`src/rtl/core/bht_pkg.sv`:
```
`timescale 1ns / 1ps
// bht_pkg: shared widths, operation and status codes, and controller states
// for the bucketed hash table core. No dependencies.
package bht_pkg;

  localparam int OP_W  = 2;
  localparam int KEY_W = 31;
  localparam int PAY_W = 32;
  localparam int ST_W  = 2;

  localparam logic [OP_W-1:0] OP_INSERT = 2'd0;
  localparam logic [OP_W-1:0] OP_REMOVE = 2'd1;
  localparam logic [OP_W-1:0] OP_LOOKUP = 2'd2;

  localparam logic [ST_W-1:0] ST_OK      = 2'd0;
  localparam logic [ST_W-1:0] ST_FULL    = 2'd1;
  localparam logic [ST_W-1:0] ST_DUP     = 2'd2;
  localparam logic [ST_W-1:0] ST_MISSING = 2'd3;

  typedef enum logic [3:0] {
    S_CLEAR,
    S_IDLE,
    S_HASH,
    S_FILL_RD,
    S_FILL_LATCH,
    S_PROBE,
    S_CHECK,
    S_RESOLVE,
    S_SHIFT_RD,
    S_SHIFT_WR,
    S_DONE
  } state_t;

endpackage

```
`src/rtl/core/bht_mod_unit.sv`:
```
`timescale 1ns / 1ps
// bht_mod_unit: bucket index = key mod BUCKETS; a power-of-two bucket count is a mask,
// otherwise a reciprocal multiply, registered, then a multiply-back subtract.
// Depends on bht_pkg.
module bht_mod_unit #(
  parameter int BUCKETS = 16
) (
  input  logic                         clk,
  input  logic                         rst,
  input  logic                         start,
  input  logic [bht_pkg::KEY_W-1:0]    key_in,
  output logic                         done,
  output logic [$clog2(BUCKETS)-1:0]   rem
);

  localparam int BW    = $clog2(BUCKETS);
  localparam int SH    = bht_pkg::KEY_W + BW;
  localparam int PW    = bht_pkg::KEY_W + 32;
  localparam bit Pow2  = (BUCKETS & (BUCKETS - 1)) == 0;
  // ceil(2^SH / BUCKETS), the high product bits are then the exact quotient for any key
  localparam logic [31:0] Recip =
    32'(((64'd1 << SH) + 64'(BUCKETS) - 64'd1) / 64'(BUCKETS));
  localparam logic [bht_pkg::KEY_W-1:0] Divisor = bht_pkg::KEY_W'(BUCKETS);

  logic                      busy;
  logic [bht_pkg::KEY_W-1:0] key_q;
  logic [PW-1:0]             prod;
  logic [bht_pkg::KEY_W-1:0] quo;
  logic [bht_pkg::KEY_W-1:0] back;

  assign quo  = bht_pkg::KEY_W'(prod >> SH);
  assign back = quo * Divisor;

  always_ff @(posedge clk) begin
    if (rst) begin
      busy  <= 1'b0;
      done  <= 1'b0;
      rem   <= '0;
      key_q <= '0;
      prod  <= '0;
    end else begin
      done <= 1'b0;
      busy <= 1'b0;
      if (start) begin
        if (Pow2) begin
          rem  <= key_in[BW-1:0];
          done <= 1'b1;
        end else begin
          key_q <= key_in;
          prod  <= PW'(key_in) * PW'(Recip);
          busy  <= 1'b1;
        end
      end else if (busy) begin
        rem  <= BW'(key_q - back);
        done <= 1'b1;
      end
    end
  end

endmodule

```
`config.mk`:
```
export PLATFORM = sky130hd
export DESIGN_NAME = bht_mod_unit
export DESIGN_NICKNAME = d
export VERILOG_FILES = /design/src/rtl/core/bht_pkg.sv /design/src/rtl/core/bht_mod_unit.sv
export SDC_FILE = /design/constraint.sdc
export NUM_CORES = 1
export LEC_CHECK = 0
export BUFFER_PORTS_ARGS = -buffer_cell sky130_fd_sc_hd__buf_2
export CELL_PAD_IN_SITES_DETAIL_PLACEMENT = 1
export CELL_PAD_IN_SITES_GLOBAL_PLACEMENT = 1
export CORE_UTILIZATION = 10
export DETAILED_ROUTE_END_ITERATION = 7
export PLACE_DENSITY_LB_ADDON = 0.1
export SYNTH_ARGS = -nofsm -noshare
export SYNTH_HDL_FRONTEND = slang
export SYNTH_SLANG_ARGS = --single-unit
```
`constraint.sdc`:
```
create_clock -name clk -period 0.8 [get_ports clk]
set_clock_uncertainty 0.05 [all_clocks]
set_input_delay 0.12 -clock clk [delete_from_list [all_inputs] [get_ports clk]]
set_output_delay 0.12 -clock clk [all_outputs]
set_load 0.01 [all_outputs]
```
==> summary.md, run 1 <==
| Metric | Value |
|---|---|
| Status | `finished with violations` |
| Failing checks | `DRC, setup timing` |
| Critical-path cell list | `buf_6` |
| Total wire length | `374 um` |
| Clock sink count | `5` |
| Clk pwr share | `44.8%` |
| Multi-input gate area | `61.3 um2` |
| Total track usage | `5.67%` |
| Combinational Power Share | `11.9%` |
| Final Total Pwr | `0.000637 W` |
| Avg Vias per Cell | `3.38` |
| CTS Root Cell | `clkbuf_4` |
| Slew Limit Fails | `0` |
| GRT overflow | `0` |
| Pre-antenna DRT Iters | `6` |
| CTS Buf Count | `3` |
| Crit Path Class | `flop to primary output` |
| # fillers | `180` |
| Min-delay worst type | `input pin to flop` |
| Commonest non-fill, non-tap cells in the layout | `buf_2, mux2i_1, nor2_1, buf_6, dfxtp_2` |
| Largest net degree at the start of global routing | `6` |
| Register area share after synthesis | `58.0%` |
| DRT iter0 DRCs | `3` |
| Final setup violating endpoints | `5` |
| Number of distinct library cells after synthesis | `5` |
| Element type at the critical path end | `primary output` |
| Antenna-violating nets left | `0` |
| CP max stage delay | `320 ps` |
| Commonest non-fill, non-tap cell in the layout | `buf_2` |
| Sw power | `0.000136 W` |
| Slowest CP cell | `dfxtp_2` |
| Final #Nets | `64` |
| Clock insertion delay at the later pin of the skew report | `240 ps` |
| Hold EP | `rem[2]$_SDFFE_PP0P_` |
| Arrival time worst endpoint | `670 ps` |
| Drt wl/cell | `8.31 um` |
| Layout cells sized above 1 | `62.1%` |
| Gpl congestion | `0.573` |
| # DRC | `2` |
| Worst EP required | `630 ps` |
| Yosys warning total | `0` |
| Via Count | `152` |
| Non-filler cells, final | `45` |
| CTS tree | `done` |
| Startpoint types | `flop` |
| CP startpoint | `rem[1]$_SDFFE_PP0P_` |
| Syn avg cell area | `11.5 um2` |
| Die Y | `43.6 um` |
| ANT cells | `0` |
| Htree depth | `1` |
| Post-route cell area | `293 um2` |
| Wire length of the first global-routing pass | `669 um` |
| Reg power frac | `43.2%` |
| IO Count | `39` |
| R2R Path Start | `rem[2]$_SDFFE_PP0P_` |
| Die area | `0.00190 mm2` |
| Register Area | `105 um2` |
| Max cap viols | `0` |
| CP Buf/Inv Count | `1` |
| RSZ-0062 raised after global routing | `true` |
| Reg2Reg Depth | `2` |
| Clock slew at the register clock pins of the worst setup and hold paths | `40 ps` |
| CTS Buffer Depth | `2` |
| Die width | `43.6 um` |
| Synth-to-Final Area Change | `69.6%` |
| Minimum clock period | `836 ps` |
| Hold depth | `2` |
| Initial Util | `11.1%` |
| Delay-heaviest family, CP | `flip-flops` |
| Worst Path Max Fanout | `2` |
| Synth top area share | `58.0%` |
| Reg-to-reg setup timing slack | `150 ps` |
| P_leak | `0.144 nW` |
| Buffers on Ports | `11` |
| Vias in the first global route | `152` |
| Max IR drop VDD | `0.000860 V` |
| Final Worst Setup Slack | `-35.6 ps` |
| DP Cell Count | `41` |
| Worst Tran Pin Value | `125 ps` |
| FP Rows | `14` |
| Antenna violations before repair | `0` |
| Core area | `0.00156 mm2` |
| Worst R2R End | `rem[2]$_SDFFE_PP0P_` |
| FMAX | `1.20 GHz` |
| Worst hold start | `rst` |
| Post-Synthesis Net Count | `49` |
| Final Hold Vio Count | `0` |
| Leading area contributor after synthesis | `dfxtp_1` |
| Top cells by area, synth | `dfxtp_1, mux2i_1, nor2_1` |
| Dpl cell area | `236 um2` |
| Util after Layout | `18.8%` |
| Synthesized area | `173 um2` |
| #FFs+latches synth | `5` |
| P_int | `0.000501 W` |
| Final Cycle Share | `104%` |
| Relative slew slack | `91.4%` |
| Cell Pwr Density | `2180 mW/mm2` |
| Switch share | `21.3%` |
| Mapped Cells | `15` |
| Total setup buffers inserted after CTS | `0` |
[cells by family after synthesis]
logic type | Yosys count | synth area share [%]
flip-flops | 5 | 58.0
AND/OR/NAND/NOR | 5 | 12.3
multiplexers | 4 | 23.2
buffers and inverters | 1 | 6.52
[through the flow]
| stage | setup WS (ps) | hold WS, ps | setup TNS, ps |
|---|---|---|---|
| global placement | 98.3 | 310 | 0 |
| CTS | -49.8 | 55.6 | -222 |
| global route | -72.5 | 68.9 | -337 |
| floorplan | 160 | 142 | 0 |
| detailed placement | 78.4 | 317 | 0 |
| finish | -35.6 | 53.1 | -155 |
[routing by layer]
layer	wire length [um]	track usage (%)	up-vias
li1	-	-	75
met1	138	5.34	67
met2	164	6.57	10
met3	70	8.33	0
met4	0	1.88	0
met5	0	0	-
[sequential cells by signal (all words and copies together), names as in the netlist]
register,flops
done,1
rem,4
[cell usage after synthesis]
cell,n
dfxtp_1,5
mux2i_1,4
nor2_1,4
buf_6,1
nor2b_1,1
[power groups by stage]
stage / Clock (W) / Sequential [W] / Combinational, W
global route: 0.000335 / 0.000276 / 0.0000853
CTS: 0.000304 / 0.000275 / 0.0000784
global placement: 0 / 0.000274 / 0.0000638
floorplan: 0 / 0.000282 / 0.0000273
finish: 0.000286 / 0.000275 / 0.0000758
detailed placement: 0 / 0.000275 / 0.0000655
[worst max path at each step]
stage	depth (start not counted)	slack, ps	end
finish	1	-40	rem[1]
global route	1	-70	rem[2]
CTS	1	-50	rem[1]
detailed placement	3	80	rem[2]$_SDFFE_PP0P_
global placement	3	100	rem[0]$_SDFFE_PP0P_
floorplan	2	160	rem[0]$_SDFFE_PP0P_
[final cells by class]
type | instances | area share, %
Tap cell | 16 | 6.84
Timing Repair Buffer | 11 | 27.4
Sequential cell | 5 | 35.9
Clock buffer | 4 | 8.97
Multi-Input combinational cell | 9 | 20.9
[timing repair]
action | CTS | global route
gates resized for setup | 8 | 0
endpoints found under the setup margin | 5 | 5
hold buffers | 0 | 0
pin swaps | 0 | 0
(Power assumes the default switching activity.)
==> run 2, diff against run 1 <==
- CTS_BUF_LIST: default -> sky130_fd_sc_hd__clkbuf_4 sky130_fd_sc_hd__clkbuf_8 sky130_fd_sc_hd__clkbuf_16
==> run 2 against run 1 <==
Compared with the run above:
- the run still ends with DRC, setup timing left
- via count increased by 0.66%
- register-to-register slack about the same
- sequential share of layout area decreased by 0.45 points
- die area unchanged
- worst hold slack got worse by 2.5 ps
- final cell count unchanged
- count of clock-buffer cells in the layout unchanged
- critical path type unchanged
- largest cell class unchanged
- largest power group unchanged
==> summary.md, run 2 (same netlist as run 1, synthesis figures left out) <==
| Metric | Value |
|---|---|
| Status | `finished with violations` |
| Failing checks | `DRC, setup timing` |
| Pre-CTS setup slack | `78.4 ps (unchanged)` |
| Max IR drop VDD | `0.000812 V (-5.6%)` |
| Total track usage | `5.67% (unchanged)` |
| Crit path to | `rem[1]` |
| Worst EP required | `630 ps (about the same)` |
| Final setup violating endpoints | `5 (unchanged)` |
| # fillers | `183 (+1.7%)` |
| Setup TNS | `-164 ps (-9.01 ps)` |
| CTS tree | `done` |
| Util after Layout | `19.0% (+0.24 points)` |
| Wire length of the first global-routing pass | `676 um (+1.0%)` |
| FP Rows | `14 (unchanged)` |
| Antenna violations before repair | `0 (unchanged)` |
| Worst R2R End | `rem[2]$_SDFFE_PP0P_` |
| Max cap viols | `0 (unchanged)` |
| Die width | `43.6 um (unchanged)` |
| CP startpoint | `rem[1]$_SDFFE_PP0P_` |
| IO Count | `39 (unchanged)` |
| P_leak | `0.147 nW (+2.4%)` |
| Met3 Track Usage GR | `7.08% (-1.2 points)` |
| Minimum clock period | `837 ps (+1.05 ps)` |
| Total wire length | `384 um (+2.7%)` |
| CP max stage delay | `320 ps (about the same)` |
| Reg-to-reg setup timing slack | `150 ps (about the same)` |
| Die area | `0.00190 mm2 (unchanged)` |
| CTS Buf Count | `3 (unchanged)` |
| Die Y | `43.6 um (unchanged)` |
| Busiest grt layer | `met3` |
| Crit Path Class | `flop to primary output` |
| Final Cycle Share | `105% (+0.13 points)` |
| Htree depth | `1 (unchanged)` |
| Largest net degree at the start of global routing | `6 (unchanged)` |
| Worst Tran Pin Value | `125 ps (-0.00107 ps)` |
| Worst path depth | `1 (unchanged)` |
| Cell Pwr Density | `2270 mW/mm2 (+4.5%)` |
| GRT overflow | `0 (unchanged)` |
| Pre-antenna DRT Iters | `5 (-1)` |
| Final Worst Setup Slack | `-36.7 ps (-1.05 ps)` |
| Arrival time worst endpoint | `670 ps (about the same)` |
| Core area | `0.00156 mm2 (unchanged)` |
| ANT cells | `0 (unchanged)` |
| Final Hold Vio Count | `0 (unchanged)` |
| Delay-heaviest family, CP | `flip-flops` |
| Relative slew slack | `91.4% (about the same)` |
| R2R Path Start | `rem[2]$_SDFFE_PP0P_` |
| Drt wl/cell | `8.53 um (+2.7%)` |
| Reg2Reg Depth | `2 (unchanged)` |
| DRT iter0 DRCs | `3 (unchanged)` |
| Final #Nets | `64 (unchanged)` |
| Critical-path cell list | `buf_6` |
| Initial Util | `11.1% (unchanged)` |
| Vias in the first global route | `153 (+0.66%)` |
| Gpl congestion | `0.573 (unchanged)` |
| Met2 Use GR | `6.87% (+0.30 points)` |
| Layout cells sized above 1 | `65.5% (+3.4 points)` |
| Largest register FFs | `4 (unchanged)` |
| Startpoint types | `flop` |
| Clock slew at the register clock pins of the worst setup and hold paths | `40 ps (about the same)` |
| Buffers on Ports | `11 (unchanged)` |
| # DRC | `2 (unchanged)` |
| Clock sink count | `5 (unchanged)` |
| FMAX | `1.20 GHz (-0.13%)` |
| Antenna-violating nets left | `0 (unchanged)` |
| Final Total Pwr | `0.000674 W (+5.9%)` |
| Clock insertion delay at the later pin of the skew report | `240 ps (about the same)` |
| Synth-to-Final Area Change | `71.7%` |
| Top reg by flops | `rem` |
| Met1 GRT Util | `5.09% (-0.25 points)` |
| Slowest CP cell | `dfxtp_2` |
| RSZ-0062 raised after global routing | `true` |
| CTS Buffer Depth | `2 (unchanged)` |
| Largest registers | `rem x4, done x1` |
| Element type at the critical path end | `primary output` |
| Slew Limit Fails | `0 (unchanged)` |
| Avg Vias per Cell | `3.40 (+0.66%)` |
| Post-CTS Hold Buffers | `0 (unchanged)` |
| CTS Root Cell | `clkbuf_4` |
| Worst Path Max Fanout | `2 (unchanged)` |
| Commonest non-fill, non-tap cell in the layout | `buf_2` |
| Via Count | `153 (+0.66%)` |
| Min-delay worst type | `input pin to flop` |
| CP Buf/Inv Count | `1 (unchanged)` |
run 2: metal layers:
metal  vias up  wire length [um]
met2         8               179
met5         -                 0
met4         0                 0
met3         0                57
met1        69               147
li1         76                 -
run 2: area by class of cell:
| type | instances | area, um2 | share of cell area (%) |
|---|---|---|---|
| Clock buffer | 4 | 30.0 | 10.1 |
| Multi-Input combinational cell | 9 | 61.3 | 20.7 |
| Sequential cell | 5 | 105 | 35.4 |
| Tap cell | 16 | 20.0 | 6.75 |
| Timing Repair Buffer | 11 | 80.1 | 27.0 |
run 2: worst min-delay path by stage:
| stage | cells after the start | from | to | slack [ps] |
|---|---|---|---|---|
| after detailed placement | 2 | rst | done$_SDFF_PP0_ | 320 |
| after CTS | 2 | rst | rem[0]$_SDFFE_PP0P_ | 50 |
| final | 2 | rst | rem[0]$_SDFFE_PP0P_ | 50 |
| after floorplan | 1 | rst | done$_SDFF_PP0_ | 140 |
| after global placement | 3 | key_in[1] | rem[1]$_SDFFE_PP0P_ | 310 |
| after global routing | 2 | rst | rem[0]$_SDFFE_PP0P_ | 70 |
run 2: where the power goes:
| part | total [W] | internal, W | switching, W |
|---|---|---|---|
| sequential | 0.000275 | 0.000267 | 0.00000809 |
| combinational | 0.0000758 | 0.0000454 | 0.0000304 |
| clock | 0.000323 | 0.000222 | 0.000101 |
| total | 0.000674 | 0.000535 | 0.000139 |
run 2: repair_timing:
item	CTS	global route
buffers inserted	0	0
gates cloned	0	0
endpoints found under the setup margin	5	5
gates resized for setup	8	0
run 2: metrics by stage:
| step | hold WS [ps] | cell area [um2] | instances |
|---|---|---|---|
| after floorplan | 142 | 173 | 15 |
| after global placement | 310 | 236 | 41 |
| after detailed placement | 317 | 236 | 41 |
| after CTS | 48.2 | 297 | 45 |
| after global routing | 72.7 | 297 | 45 |
| final | 50.5 | 297 | 45 |
==> run 3, diff against run 2 <==
- CORE_UTILIZATION: 10 -> 11
- SLEW_MARGIN: default -> 20
- clock period: 0.8 -> 0.9 ns (I/O delays scaled with it)
==> run 3 against run 2 <==
Compared with the run above:
- the flow now finishes without violations
- register-to-register slack improved by 110 ps
- total power shrank 14%
- global-route usage grew 0.25 points
- critical path type unchanged
- largest cell class unchanged
- largest power group unchanged
==> summary.md, run 3 (same netlist as run 1, synthesis figures left out) <==
| Metric | Value |
|---|---|
| Element type at the critical path end | `primary output` |
| Cell Pwr Density | `2160 mW/mm2 (-4.8%)` |
| Max cap viols | `0 (unchanged)` |
| Reg2Reg Depth | `2 (unchanged)` |
| Minimum clock period | `867 ps` |
| Buffers on Ports | `11 (unchanged)` |
| Arrival time worst endpoint | `680 ps (about the same)` |
| Wire length of the first global-routing pass | `669 um (-1.0%)` |
| Post-route cell area | `268 um2 (-9.7%)` |
| Largest registers | `rem x4, done x1` |
| DRT iter0 DRCs | `1 (-2)` |
| Reg power frac | `41.6% (+0.8 points)` |
| Htree depth | `1 (unchanged)` |
| FP Rows | `13 (-1)` |
| P_leak | `0.142 nW (-3.4%)` |
| Avg Vias per Cell | `3.55 (+4.3%)` |
| CTS Buf Count | `3 (unchanged)` |
| Reg-to-reg setup timing slack | `260 ps (+110 ps)` |
| RSZ-0062 raised after global routing | `false` |
| Hold WS | `74.6 ps (+24.0 ps)` |
| Dpl cell area | `235 um2 (-0.53%)` |
| Worst Tran Pin Value | `120 ps (-4.38 ps)` |
| Vias in the first global route | `164 (+7.2%)` |
| GRT overflow | `0 (unchanged)` |
| CTS tree | `done` |
| Slowest CP cell | `dfxtp_1` |
| Min-delay worst type | `input pin to flop` |
| # DRC | `0 (-2)` |
| Synth-to-Final Area Change | `55.1%` |
| # fillers | `161 (-12%)` |
| Final Total Pwr | `0.000580 W (-14%)` |
| Switch share | `20.2% (-0.49 points)` |
| Startpoint types | `flop` |
| Slew Limit Fails | `0 (unchanged)` |
| Clk pwr share | `48.8% (+0.9 points)` |
| Final #Nets | `64 (unchanged)` |
| DP Cell Count | `40 (-2.4%)` |
| Final Hold Vio Count | `0 (unchanged)` |
| Top reg by flops | `rem` |
| Via Count | `156 (+2.0%)` |
| Worst path depth | `1 (unchanged)` |
| Clock sink count | `5 (unchanged)` |
| Delay-heaviest family, CP | `flip-flops` |
| Gpl congestion | `0.549 (-4.2%)` |
| Worst Path Max Fanout | `2 (unchanged)` |
| Total wire length | `381 um (-0.78%)` |
| Die width | `41.6 um (-4.4%)` |
| Critical-path cell list | `buf_2` |
| Setup TNS | `0 ps (+164 ps)` |
| Pre-antenna DRT Iters | `2 (-3)` |
| ANT cells | `0 (unchanged)` |
| Die Y | `41.6 um (-4.4%)` |
| Sw power | `0.000117 W (-16%)` |
| Worst EP required | `710 ps (+80 ps)` |
| P_int | `0.000463 W (-14%)` |
| Combinational Power Share | `9.6% (-1.6 points)` |
| Largest register FFs | `4 (unchanged)` |
| Initial Util | `12.5% (+1.4 points)` |
| Antenna violations before repair | `0 (unchanged)` |
| Relative slew slack | `91.7% (+0.30 points)` |
| Final setup violating endpoints | `0 (-5)` |
| Hold depth | `2 (unchanged)` |
| Core area | `0.00138 mm2 (-11%)` |
| Commonest non-fill, non-tap cell in the layout | `buf_2` |
| CTS Root Cell | `clkbuf_4` |
| Clock slew at the register clock pins of the worst setup and hold paths | `40 ps (about the same)` |
| Commonest non-fill, non-tap cells in the layout | `buf_2, mux2i_1, nor2_1, clkbuf_4, dfxtp_1` |
| Max IR drop VDD | `0.000736 V (-9.3%)` |
| Layout cells sized above 1 | `58.6% (-6.9 points)` |
| CP max stage delay | `320 ps (about the same)` |
| Die area | `0.00173 mm2 (-8.7%)` |
| Non-filler cells, final | `44 (-2.2%)` |
| Largest net degree at the start of global routing | `6 (unchanged)` |
| CP Buf/Inv Count | `1 (unchanged)` |
| Crit Path Class | `flop to primary output` |
| IO Count | `39 (unchanged)` |
| Final Cycle Share | `96.3%` |
| Status | `completed` |
| CTS Buffer Depth | `2 (unchanged)` |
| Antenna-violating nets left | `0 (unchanged)` |
| Drt wl/cell | `8.66 um (+1.5%)` |
| Total track usage | `5.92% (+0.25 points)` |
| FMAX | `1.15 GHz` |
| Clock insertion delay at the later pin of the skew report | `240 ps (about the same)` |
[run 3: cell counts in the layout (fill, tap and decap cells not counted)]
Identical to the previous run, type by type.
[run 3: metrics by stage]
step           utilization [%]  setup WS [ps]
2_1_floorplan                -            260
6_report                  19.4           33.5
3_3_place_gp              17.0            185
3_5_place_dp              17.0            167
5_1_grt                   19.4           1.81
4_1_cts                   19.2           8.14
[run 3: power by group through the flow]
stage          clock (W)  sequential, W  combinational [W]
3_5_place_dp           0       0.000244          0.0000579
6_report        0.000283       0.000241          0.0000558
2_1_floorplan          0       0.000251          0.0000243
4_1_cts         0.000305       0.000240          0.0000583
3_3_place_gp           0       0.000244          0.0000565
5_1_grt         0.000318       0.000242          0.0000630
[run 3: routing by layer]
layer / up-vias / GRT usage [%] / part of all wire (%) / wire [um]
met5: - / 0 / 0 / 0
met4: 0 / 3.87 / 0 / 0
met3: 0 / 6.96 / 11 / 43
met2: 7 / 7.81 / 52 / 197
met1: 73 / 5.01 / 37 / 141
li1: 76 / - / - / -
[run 3: final cells by class]
class	count	area (um2)	share of cell area, %
clock buffer	4	30.0	11.2
multi-input combinational	9	61.3	22.9
timing repair buffer	11	55.1	20.6
sequential	5	103	38.3
tap	15	18.8	7.01
[run 3: worst paths after layout]
check	startpoint	end
hold reg to reg	rem[0]$_SDFFE_PP0P_	rem[0]$_SDFFE_PP0P_
setup / recovery	rem[3]$_SDFFE_PP0P_	rem[3]
hold / removal	rst	rem[0]$_SDFFE_PP0P_
setup reg to reg	rem[2]$_SDFFE_PP0P_	rem[2]$_SDFFE_PP0P_
[run 3: timing repair]
action | CTS | global route
gates resized for setup | 0 | 2
setup buffers | 0 | 0
endpoints found under the setup margin | 0 | 2
hold buffers | 0 | 0
